[src/rtl/core/caldate_pkg.sv]
// Types, codes and month tables for the Gregorian date counter.
// No dependencies; imported by calendar_date_counter.
`default_nettype none

package caldate_pkg;

    typedef enum logic [1:0] {
        OP_LOAD    = 2'd0,
        OP_ADVANCE = 2'd1,
        OP_BACK    = 2'd2,
        OP_NONE    = 2'd3
    } t_opcode;

    // Year held as century and year within century, so leap tests need no divider
    typedef struct packed {
        logic [6:0] cent;
        logic [6:0] yy;
        logic [3:0] month;
        logic [4:0] day;
        logic [8:0] doy;
    } t_date;

    localparam logic [13:0] YEAR_MAX       = 14'd9999;
    localparam logic [6:0]  CENT_MAX       = 7'd99;
    localparam logic [6:0]  YY_MAX         = 7'd99;
    localparam logic [13:0] YEARS_PER_CENT = 14'd100;
    localparam logic [3:0]  MONTH_FIRST    = 4'd1;
    localparam logic [3:0]  MONTH_FEB      = 4'd2;
    localparam logic [3:0]  MONTH_LAST     = 4'd12;
    localparam logic [4:0]  DAY_FIRST      = 5'd1;
    localparam logic [4:0]  DAY_LAST_DEC   = 5'd31;
    localparam logic [8:0]  DAYS_PLAIN     = 9'd365;
    // Reciprocal of 100 for years below 10000: q = (y * 5243) >> 19
    localparam logic [12:0] CENT_RECIP     = 13'd5243;
    localparam int          CENT_SHIFT     = 19;
    localparam logic [6:0]  RESET_CENT     = 7'd19;
    localparam logic [6:0]  RESET_YY       = 7'd0;

    function automatic logic f_is_leap(input logic [6:0] cent, input logic [6:0] yy);
        logic leap;
        if (yy == 7'd0) begin
            leap = (cent[1:0] == 2'd0);
        end else begin
            leap = (yy[1:0] == 2'd0);
        end
        return leap;
    endfunction

    function automatic logic [4:0] f_days_in(input logic [3:0] month, input logic leap);
        logic [4:0] len;
        if (month == MONTH_FEB) begin
            len = 5'd28 + {4'd0, leap};
        end else if (month inside {4'd4, 4'd6, 4'd9, 4'd11}) begin
            len = 5'd30;
        end else begin
            len = 5'd31;
        end
        return len;
    endfunction

    // Days in the months before this one, common year
    function automatic logic [8:0] f_days_before(input logic [3:0] month);
        logic [8:0] sum;
        case (month)
            4'd1:    sum = 9'd0;
            4'd2:    sum = 9'd31;
            4'd3:    sum = 9'd59;
            4'd4:    sum = 9'd90;
            4'd5:    sum = 9'd120;
            4'd6:    sum = 9'd151;
            4'd7:    sum = 9'd181;
            4'd8:    sum = 9'd212;
            4'd9:    sum = 9'd243;
            4'd10:   sum = 9'd273;
            4'd11:   sum = 9'd304;
            4'd12:   sum = 9'd334;
            default: sum = 9'd0;
        endcase
        return sum;
    endfunction

endpackage

`default_nettype wire

[src/rtl/core/calendar_date_counter.sv]
// Load passes S_SPLIT, S_REM, S_LOAD; back S_BACK; advance by n days loops in S_STEP (n limited
// to MAX_STEP); unused opcode goes to S_DONE at once. Results are registered in S_DONE.
// Throughput: one item at a time; advance walks one day per cycle through the day-step unit.
// Reset (synchronous, active low) sets the date to 1900-01-01, day of year 1, and empties
// the result register.
// Depends on caldate_pkg.
`default_nettype none

module calendar_date_counter #(
    parameter int unsigned MAX_STEP = 1023
) (
    input  wire logic        i_clk,
    input  wire logic        i_rst_n,
    // Input channel
    input  wire logic        i_in_valid,
    output logic             o_in_ready,
    input  wire logic [1:0]  i_opcode,
    input  wire logic [13:0] i_load_year,
    input  wire logic [3:0]  i_load_month,
    input  wire logic [4:0]  i_load_day,
    input  wire logic [9:0]  i_step_count,
    // Result channel
    output logic             o_out_valid,
    input  wire logic        i_out_ready,
    output logic [13:0]      o_year_out,
    output logic [3:0]       o_month_out,
    output logic [4:0]       o_day_out,
    output logic [8:0]       o_day_of_year,
    output logic             o_leap_flag
);

    import caldate_pkg::*;

    // The step field is 10 bits, so a cap above 1023 never bites
    localparam int unsigned StepCap  = (MAX_STEP < 1023) ? MAX_STEP : 1023;
    localparam logic [9:0]  StepCapW = 10'(StepCap);

    typedef enum logic [2:0] {
        S_IDLE,
        S_SPLIT,
        S_REM,
        S_LOAD,
        S_STEP,
        S_BACK,
        S_DONE
    } t_state;

    t_state      r_state;
    t_date       r_date;
    t_date       n_date;
    logic [9:0]  r_steps;
    logic [13:0] r_ld_year;
    logic [3:0]  r_ld_month;
    logic [4:0]  r_ld_day;
    logic        r_out_valid;

    logic        w_leap;
    logic [4:0]  w_dim;
    logic        w_back;
    logic [26:0] w_prod;
    logic [13:0] w_rem;
    logic [4:0]  w_ld_lim;
    logic [4:0]  w_ld_day;
    logic [6:0]  w_prev_cent;
    logic [6:0]  w_prev_yy;

    assign o_in_ready  = (r_state == S_IDLE);
    assign o_out_valid = r_out_valid;

    assign w_leap = f_is_leap(r_date.cent, r_date.yy);
    assign w_dim  = f_days_in(r_date.month, w_leap);
    assign w_back = (r_state == S_BACK);

    // Load path: century by reciprocal multiply, then remainder, then day clamp
    assign w_prod   = 27'(r_ld_year) * 27'(CENT_RECIP);
    assign w_rem    = r_ld_year - (14'(r_date.cent) * YEARS_PER_CENT);
    assign w_ld_lim = f_days_in(r_ld_month, w_leap);

    always_comb begin
        if (r_ld_day == 5'd0) begin
            w_ld_day = DAY_FIRST;
        end else if (r_ld_day > w_ld_lim) begin
            w_ld_day = w_ld_lim;
        end else begin
            w_ld_day = r_ld_day;
        end
    end

    // Year before the current one, for stepping back across New Year
    always_comb begin
        if (r_date.yy == 7'd0) begin
            w_prev_cent = r_date.cent - 7'd1;
            w_prev_yy   = YY_MAX;
        end else begin
            w_prev_cent = r_date.cent;
            w_prev_yy   = r_date.yy - 7'd1;
        end
    end

    // Shared day-step unit: one day forward, or one back in S_BACK.
    // Day of year moves by one except across New Year; both ends of the range hold.
    always_comb begin
        n_date = r_date;
        if (w_back) begin
            if (r_date.day > DAY_FIRST) begin
                n_date.day = r_date.day - 5'd1;
                n_date.doy = r_date.doy - 9'd1;
            end else if (r_date.month > MONTH_FIRST) begin
                n_date.month = r_date.month - 4'd1;
                n_date.day   = f_days_in(r_date.month - 4'd1, w_leap);
                n_date.doy   = r_date.doy - 9'd1;
            end else if ((r_date.cent != 7'd0) || (r_date.yy != 7'd0)) begin
                n_date.cent  = w_prev_cent;
                n_date.yy    = w_prev_yy;
                n_date.month = MONTH_LAST;
                n_date.day   = DAY_LAST_DEC;
                n_date.doy   = DAYS_PLAIN + {8'd0, f_is_leap(w_prev_cent, w_prev_yy)};
            end
        end else begin
            if (r_date.day < w_dim) begin
                n_date.day = r_date.day + 5'd1;
                n_date.doy = r_date.doy + 9'd1;
            end else if (r_date.month < MONTH_LAST) begin
                n_date.month = r_date.month + 4'd1;
                n_date.day   = DAY_FIRST;
                n_date.doy   = r_date.doy + 9'd1;
            end else if ((r_date.cent != CENT_MAX) || (r_date.yy != YY_MAX)) begin
                if (r_date.yy == YY_MAX) begin
                    n_date.cent = r_date.cent + 7'd1;
                    n_date.yy   = 7'd0;
                end else begin
                    n_date.yy   = r_date.yy + 7'd1;
                end
                n_date.month = MONTH_FIRST;
                n_date.day   = DAY_FIRST;
                n_date.doy   = 9'd1;
            end
        end
    end

    always_ff @(posedge i_clk) begin
        if (!i_rst_n) begin
            r_state     <= S_IDLE;
            r_out_valid <= 1'b0;
            r_date      <= '{cent: RESET_CENT, yy: RESET_YY, month: MONTH_FIRST,
                             day: DAY_FIRST, doy: 9'd1};
        end else begin
            // Drop the result once the sink has taken the beat, unless a new one replaces it
            if (r_out_valid && i_out_ready && (r_state != S_DONE)) begin
                r_out_valid <= 1'b0;
            end
            case (r_state)
                S_IDLE: begin
                    if (i_in_valid) begin
                        case (t_opcode'(i_opcode))
                            OP_LOAD: begin
                                // Saturate the raw fields now; the day waits for the leap test
                                r_ld_year  <= (i_load_year > YEAR_MAX) ? YEAR_MAX : i_load_year;
                                if (i_load_month < MONTH_FIRST) begin
                                    r_ld_month <= MONTH_FIRST;
                                end else if (i_load_month > MONTH_LAST) begin
                                    r_ld_month <= MONTH_LAST;
                                end else begin
                                    r_ld_month <= i_load_month;
                                end
                                r_ld_day <= i_load_day;
                                r_state  <= S_SPLIT;
                            end
                            OP_ADVANCE: begin
                                r_steps <= (i_step_count > StepCapW) ? StepCapW : i_step_count;
                                r_state <= S_STEP;
                            end
                            OP_BACK: begin
                                r_state <= S_BACK;
                            end
                            default: begin
                                // Unused opcode: report the date unchanged
                                r_state <= S_DONE;
                            end
                        endcase
                    end
                end
                S_SPLIT: begin
                    r_date.cent <= w_prod[CENT_SHIFT +: 7];
                    r_state     <= S_REM;
                end
                S_REM: begin
                    r_date.yy <= w_rem[6:0];
                    r_state   <= S_LOAD;
                end
                S_LOAD: begin
                    r_date.month <= r_ld_month;
                    r_date.day   <= w_ld_day;
                    r_date.doy   <= f_days_before(r_ld_month) + {4'd0, w_ld_day}
                                    + {8'd0, (r_ld_month > MONTH_FEB) && w_leap};
                    r_state      <= S_DONE;
                end
                S_STEP: begin
                    // Advance one day per cycle until the count runs out
                    if (r_steps == 10'd0) begin
                        r_state <= S_DONE;
                    end else begin
                        r_date  <= n_date;
                        r_steps <= r_steps - 10'd1;
                    end
                end
                S_BACK: begin
                    r_date  <= n_date;
                    r_state <= S_DONE;
                end
                S_DONE: begin
                    // Hold here while the previous result has not been taken
                    if (!r_out_valid || i_out_ready) begin
                        o_year_out    <= (14'(r_date.cent) * YEARS_PER_CENT) + 14'(r_date.yy);
                        o_month_out   <= r_date.month;
                        o_day_out     <= r_date.day;
                        o_day_of_year <= r_date.doy;
                        o_leap_flag   <= w_leap;
                        r_out_valid   <= 1'b1;
                        r_state       <= S_IDLE;
                    end
                end
                default: begin
                    r_state <= S_IDLE;
                end
            endcase
        end
    end

endmodule

`default_nettype wire
[config.mk]
export PLATFORM = sky130hd
export DESIGN_NAME = calendar_date_counter
export DESIGN_NICKNAME = d
export VERILOG_FILES = /design/src/rtl/core/caldate_pkg.sv /design/src/rtl/core/calendar_date_counter.sv
export SDC_FILE = /design/constraint.sdc
export NUM_CORES = 1
export LEC_CHECK = 0
export BUFFER_PORTS_ARGS = -buffer_cell sky130_fd_sc_hd__buf_2
export CAP_MARGIN = 20
export CELL_PAD_IN_SITES_DETAIL_PLACEMENT = 1
export CELL_PAD_IN_SITES_GLOBAL_PLACEMENT = 1
export CORE_MARGIN = 8
export CORE_UTILIZATION = 25
export CTS_CLUSTER_DIAMETER = 40
export DETAILED_ROUTE_END_ITERATION = 10
export PLACE_DENSITY = 0.46
export SETUP_SLACK_MARGIN = 0.1
export SLEW_MARGIN = 20
export SYNTH_ARGS = -nofsm -noshare
export SYNTH_HDL_FRONTEND = slang
export SYNTH_SLANG_ARGS = --single-unit
[constraint.sdc]
create_clock -name i_clk -period 6.49 [get_ports i_clk]
set_input_delay 0 -clock i_clk [delete_from_list [all_inputs] [get_ports i_clk]]
set_output_delay 0 -clock i_clk [all_outputs]
set_load 0.01 [all_outputs]
==> results of run 1 <==
==> what timing repair did <==
item,in CTS,in global routing
hold endpoints to repair,33,0
buffers inserted,0,0
endpoints found under the setup margin,0,0
resized for setup,0,0
hold buffers,33,0
==> power by group through the flow <==
stage | Clock (mW) | Sequential [mW] | Combinational [mW]
CTS | 0.579 | 1.13 | 2.98
finish | 0.545 | 1.13 | 2.91
global route | 0.594 | 1.16 | 3.35
floorplan | 0 | 1.01 | 2.19
global placement | 0 | 1.15 | 2.92
detailed placement | 0 | 1.15 | 2.93
==> sequential cells by signal (all words and copies together) (netlist names) <==
| signal | flops |
|---|---|
| r_date | 32 |
| o_year_out | 14 |
| r_ld_year | 14 |
| r_steps | 10 |
| o_day_of_year | 9 |
| o_day_out | 5 |
| r_ld_day | 5 |
| o_month_out | 4 |
| r_ld_month | 4 |
| r_state | 3 |
| o_leap_flag | 1 |
| o_out_valid | 1 |
==> cells by family after synthesis <==
group | Yosys count | share of synthesized area [%]
flip-flops | 102 | 24.83
adder cells (fa/ha/maj) | 235 | 31.70
XOR/XNOR | 56 | 4.633
multiplexers | 11 | 1.150
AO/OA/AOI/OAI | 271 | 15.97
AND/OR/NAND/NOR | 310 | 13.86
buffers and inverters | 219 | 7.851
==> cell type report <==
class	instances	area share, %
multi-input combinational	883	59.06
sequential	102	21.71
timing repair buffer	117	6.249
tap	585	5.877
inverter	166	5.003
clock buffer	13	1.929
clock inverter	3	0.1708
==> critical path, cell delays in order (launching register included) <==
cell,delay [ns]
dfxtp_1,0.57
inv_1,0.31
ha_1,0.31
o41ai_2,0.28
buf_4,0.22
a21oi_1,0.09
o22ai_1,0.24
inv_1,0.08
ha_1,0.28
a21oi_1,0.14
o21ai_0,0.17
a21oi_1,0.18
o21ai_0,0.24
fa_1,0.53
fa_1,0.42
a21o_1,0.19
a21oi_1,0.23
o21bai_1,0.15
a31oi_1,0.19
a311oi_1,0.07
o22ai_1,0.17
nor2_1,0.05
==> how the worst min path moves through the flow <==
stage,startpoint,endpoint,slack [ns],depth (start not counted)
floorplan,i_load_day[0],r_ld_day[0],0.1,0
global placement,i_load_day[3],r_ld_day[3],0.18,1
detailed placement,i_load_day[3],r_ld_day[3],0.19,1
CTS,i_step_count[5],r_steps[5],0.004,3
global route,i_step_count[5],r_steps[5],0.05,3
finish,i_step_count[5],r_steps[5],0.03,3
==> cell usage in the layout (no fill, tap or decap), drive strengths merged, types with 15 or more instances in the layout <==
| cell type | Yosys | routed |
|---|---|---|
| inv | 166 | 169 |
| nand2b | 15 | 15 |
| dfxtp | 36 | 36 |
| xor2 | 16 | 16 |
| a21oi | 66 | 66 |
| nor3 | 25 | 25 |
| o21ai | 72 | 72 |
| a31oi | 18 | 18 |
| nand2 | 80 | 80 |
| nand3 | 37 | 37 |
| and3 | 15 | 15 |
| ha | 167 | 167 |
| nor2 | 78 | 78 |
| xnor2 | 39 | 39 |
| dlygate4sd3 | 0 | 33 |
| edfxtp | 66 | 66 |
| buf | 10 | 84 |
| fa | 68 | 68 |
==> per-layer routing <==
metal	GRT usage, %	vias up
met5	0	-
met4	4.136	2
met3	1.954	18
met2	23.18	84
met1	19.26	4368
li1	-	4343
==> stage by stage <==
step | hold slack [ns] | power, mW | util, % | area [sq um] | std cells
2_1_floorplan | 0.09887 | 3.198 | - | 10880 | 1204
3_3_place_gp | 0.1802 | 4.071 | 27.58 | 11850 | 1820
3_5_place_dp | 0.1884 | 4.080 | 27.58 | 11850 | 1820
4_1_cts | 0.003939 | 4.689 | 28.96 | 12450 | 1869
5_1_grt | 0.04615 | 5.097 | 28.98 | 12450 | 1869
6_report | 0.02962 | 4.583 | 28.98 | 12450 | 1869
==> results by group, run 1 <==
Synthesis
  • EDFF count, synth: 66
  • Mean Syn Cell Area: roughly 9.0 sq um
  • Seq/Total Area, Yosys: 24.83%
  • Mapped Cells: 1,204
  • Yosys warnings: 0
  • Post-synth top cells: ha_1 (167), inv_1 (166), nand2_1 (80)
  • Top post-synthesis cells by area: ha_1 (19%), edfxtp_1 (18%), fa_1 (13%)
  • Asr flop ratio synth: 0%
  • Mapped Area: 0.01088 sq mm
  • #FFs+latches synth: 102
  • Count leader, synth: ha_1
  • Area leader, netlist: ha_1
  • Syn_nets: 1,478
  • Top FF cell, synth: edfxtp_1
  • Synth cell types: 69
  • Area fraction of the dominant cell type after synthesis: 19.20%

Route
  • DRC: 0
  • WL final: 34.47 mm
  • Top Layer Used: met5
  • Via density: 4.716
  • Antenna Violating Nets Remaining: 0
  • Metal-1 WL: 17.14 mm
  • Routed wl met2: 15.90 mm
  • Drt wl/cell: between 15 and 20 um
  • Vias: 8,815
  • Drt first pass iters: 4
  • Met3 wire len: 923 um
  • DR iter-0 viols: 381

Place
  • Post-DP HPWL: 27.28 mm
  • RePlAce Congestion: 0.8285
  • Worst slack at placement: 1.275 ns
  • Buffers on Ports: 73

Power
  • Clock power share: a little under an eighth
  • Total net switching power: 2.296 mW
  • Combinational share of power: 63.4%
  • P per Cell Area: about 370 mW/mm^2
  • Sequential power share: 24.7%
  • Max VDD drop: 0.1636 mV
  • Switching part of the total power: between 50% and 60%
  • Lkg Pwr: approximately 5.5 nW
  • Int Pwr: 2.287 mW

Timing
  • Crit share post-route: 80.85%
  • Final worst slack: 1.243 ns
  • RSZ-0062 raised after global routing: false
  • Final Hold Viols: 0
  • Pin slew with the least headroom to its limit: 0.8210 ns
  • Max-slew violations: 0
  • Setup TNS: 0 ns
  • Clock skew: 0.01235 ns
  • # setup viols final: 0
  • Minimum clock period: roughly 5.2 ns
  • Normalized max-slew margin: 45.07%
  • Fmax: 190.6 MHz

Global route
  • Global-route wire length before repair: 56.10 mm
  • GRT overflow: 0
  • Initial antenna violation count: 1
  • Largest net degree at the start of global routing: between 50 and 60
  • GRT Total Usage: 14.17%
  • Number of global-route vias before repair: 9,534

Critical path
  • CP Launch Type: flop
  • CP Data Required Time: around 6.8 ns
  • Critical path class: flop to flop
  • R2R cell count: 21
  • Crit-path max FO: 7
  • R2R Setup Slk: 1.24 ns
  • Setup crit start: r_date[26]
  • Critical R2R Launch: r_date[26]
  • Critical path arrival: 5.52 ns
  • RR Endpoint: r_date[8]
  • End point of the critical path: r_date[8]
  • Crit end category: flop

Clock tree
  • Clock-pin slew on the worst setup and hold paths: about 0.08 ns
  • Clock Path Buffers: 2
  • Root Buffer: clkbuf_16
  • CTS tree: built
  • # clock sinks: ~100
  • Clk Latency, worst-skew pair: 0.39 ns
  • CTS Buf Count: 9
  • Htree depth: 3

Floorplan
  • Starting Density: between 20% and 30%
  • # rows: 76
  • Die Area: 0.05047 sq mm
  • Die height: 224.7 um
  • # IOs: 74
  • Core Box Area: 0.04298 sq mm
  • Die Width: 224.7 um

Final layout
  • Fill count: 5,083
  • Multi-input logic area: roughly 0.0074 sq mm
  • Flip-flop and latch area: 0.002704 sq mm
  • Layout area overhead: 14.43%
  • Nets: 1,553
  • Share of layout cells above drive strength 1: between 8 and 9%
  • # diodes: 0

Status
  • Outcome: finished clean

Run
  • Max-cap violations: 0

Hold path
  • Hold Crit Class: input port to flop
No activity file was read; power rests on OpenSTA's default activity.
==> inputs of run 2 (changes only) <==
clock period = 5.25 ns   (was 6.49 ns; I/O delays follow)
==> results by group, run 2 (synthesis gave the netlist of run 1 again) <==
Power
  • Clock power share: 12.2%
  • Sequential power share: 23.5%
  • Combinational share of power: 64.3%
  • Int Pwr: 2.863 mW
  • Total net switching power: 2.815 mW
  • Overall power: 5.678 mW
  • Lkg Pwr: 5.626 nW
  • P per Cell Area: 446.3 mW/mm^2
  • Switching part of the total power: 49.57%
  • Max VDD drop: around 0.19 mV

Global route
  • Number of global-route vias before repair: ~9,600
  • Largest net degree at the start of global routing: 59
  • Global-route wire length before repair: about 54 mm
  • Initial antenna violation count: 1
  • GRT Total Usage: 13.74%
  • GRT overflow: 0

Timing
  • Normalized max-slew margin: 49.10%
  • RSZ-0062 raised after global routing: true
  • Pin slew with the least headroom to its limit: 0.7626 ns
  • Clock skew: 0.01352 ns
  • Final worst slack: 0.3705 ns
  • Setup TNS: 0 ns
  • Minimum clock period: about 4.9 ns
  • Max-slew violations: 0
  • Fmax: 204.9 MHz
  • # setup viols final: 0
  • Final Hold Viols: 0
  • Crit share post-route: 92.94%
  • Worst hold slack: 0.1204 ns

Place
  • Post-DP HPWL: 27.02 mm
  • RePlAce Congestion: 0.7674
  • Dpl cell area: 0.01202 sq mm
  • Buffers on Ports: 73
  • Worst slack at placement: 0.1984 ns
  • Placed Cells: 1,842

Final layout
  • Most frequent cells in the layout: ha_1 (167), inv_1 (166), nand2_1 (80), nor2_1 (77), buf_2 (73)
  • Most common cell after layout, fill and taps aside: ha_1
  • Largest register by flop count: r_date
  • Layout area overhead: 16.90%
  • Non-filler instance count after layout: between 1,500 and 2,000
  • Largest regs: r_date (32), o_year_out (14), r_ld_year (14)
  • Nets: 1,586
  • Largest register FFs: 32
  • Share of layout cells above drive strength 1: 11.47%
  • # diodes: 0
  • Layout Utilization: 29.60%
  • Post-route cell area: 0.01272 sq mm

Clock tree
  • Clock-pin slew on the worst setup and hold paths: 0.08 ns
  • Clk Latency, worst-skew pair: about 0.4 ns
  • Htree depth: 3
  • Clock Path Buffers: 2
  • Root Buffer: clkbuf_16
  • CTS tree: built
  • # clock sinks: 102
  • CTS Buf Count: 9

Floorplan
  • Core Box Area: approximately 0.043 sq mm
  • Die Area: 0.05047 sq mm
  • # IOs: 74
  • Die Width: around 220 um
  • Die height: ~220 um
  • Starting Density: 25.32%
  • # rows: 76

Route
  • Drt first pass iters: 4
  • Drt wl/cell: 17.72 um
  • Via density: 4.682
  • Vias: 8,905
  • Antenna Violating Nets Remaining: 0
  • WL final: approximately 34 mm
  • DRC: 0
  • DR iter-0 viols: 270

Status
  • Outcome: finished clean

Critical path
  • Crit path buf inv count: 4
  • Critical path arrival: about 5 ns
  • R2R cell count: 18
  • Critical path's slowest cell: edfxtp_1
  • CP Launch Type: flop
  • Crit-path max FO: 7
  • Crit-path cells: fa_1 -> ha_1 -> inv_1 -> fa_1 -> inv_1 -> fa_1 -> inv_1 -> fa_1 -> inv_1 -> ha_1 -> nand3_1 -> o22ai_1 -> or3_1 -> a21oi_2 -> nand2_1 -> xor2_1 -> a211oi_1 -> a31oi_1
  • Crit path max-delay family: adder cells
  • CP Data Required Time: between 5 and 6 ns
  • Slowest stage delay, CP: 0.59 ns
  • Crit end category: flop
  • Cell count along the critical path: 18
  • Critical path class: flop to flop

Hold path
  • Worst hold path stage count: 3
  • Hold Crit Class: input port to flop

Run
  • Max-cap violations: 0
## run 2: power by group through the flow
stage / clock (mW) / combinational (mW) / sequential (mW)
after floorplan: 0 / 2.70 / 1.25
after global placement: 0 / 3.67 / 1.36
after detailed placement: 0 / 3.67 / 1.36
after CTS: 0.733 / 3.72 / 1.34
after global routing: 0.749 / 4.21 / 1.37
final: 0.692 / 3.65 / 1.33
## run 2: routing by layer
metal / vias up / share of wire, % / global-route usage [%]
li1: 4411 / - / -
met1: 4406 / 50 / 18.51
met2: 66 / 47 / 22.84
met3: 20 / 1.9 / 1.693
met5: - / 0.039 / 0
met4: 2 / 1.3 / 3.946
## run 2: worst reg2reg max path, cell delays in order (launching register included)
cell and delay, ns:
edfxtp_1 0.59, fa_1 0.49, ha_1 0.29, inv_1 0.05, fa_1 0.47, inv_1 0.05, fa_1 0.53, inv_1 0.05
fa_1 0.53, inv_1 0.04, ha_1 0.31, nand3_1 0.14, o22ai_1 0.08, or3_1 0.37, a21oi_2 0.20, nand2_1 0.12
xor2_1 0.16, a211oi_1 0.24, a31oi_1 0.06
## run 2: area by class of cell
cell class              instances  area [sq um]
repair buffers                150          1028
flip-flops and latches        102          2704
well taps                     585         732.0
fillers                      5038         30260
clock inverters                 7         46.29
inverters                     166         623.1
multi-input cells             883          7365
clock buffers                   9         225.2
## run 2: what timing repair did
| action | 4_1_cts | 5_1_grt |
|---|---|---|
| endpoints found under the hold margin | 34 | 0 |
| endpoints found under the setup margin | 0 | 6 |
| setup buffers | 0 | 10 |
| hold buffers | 34 | 0 |
| gates resized for setup | 0 | 2 |
## run 2: worst paths after layout
| kind | slack, ns | startpoint | end |
|---|---|---|---|
| max | 0.37 | r_ld_year[12] | r_date[26] |
| min | 0.12 | i_rst_n | r_date[14] |
| max reg2reg | 0.37 | r_ld_year[12] | r_date[26] |
| min reg2reg | 0.57 | r_date[7] | o_day_of_year[7] |
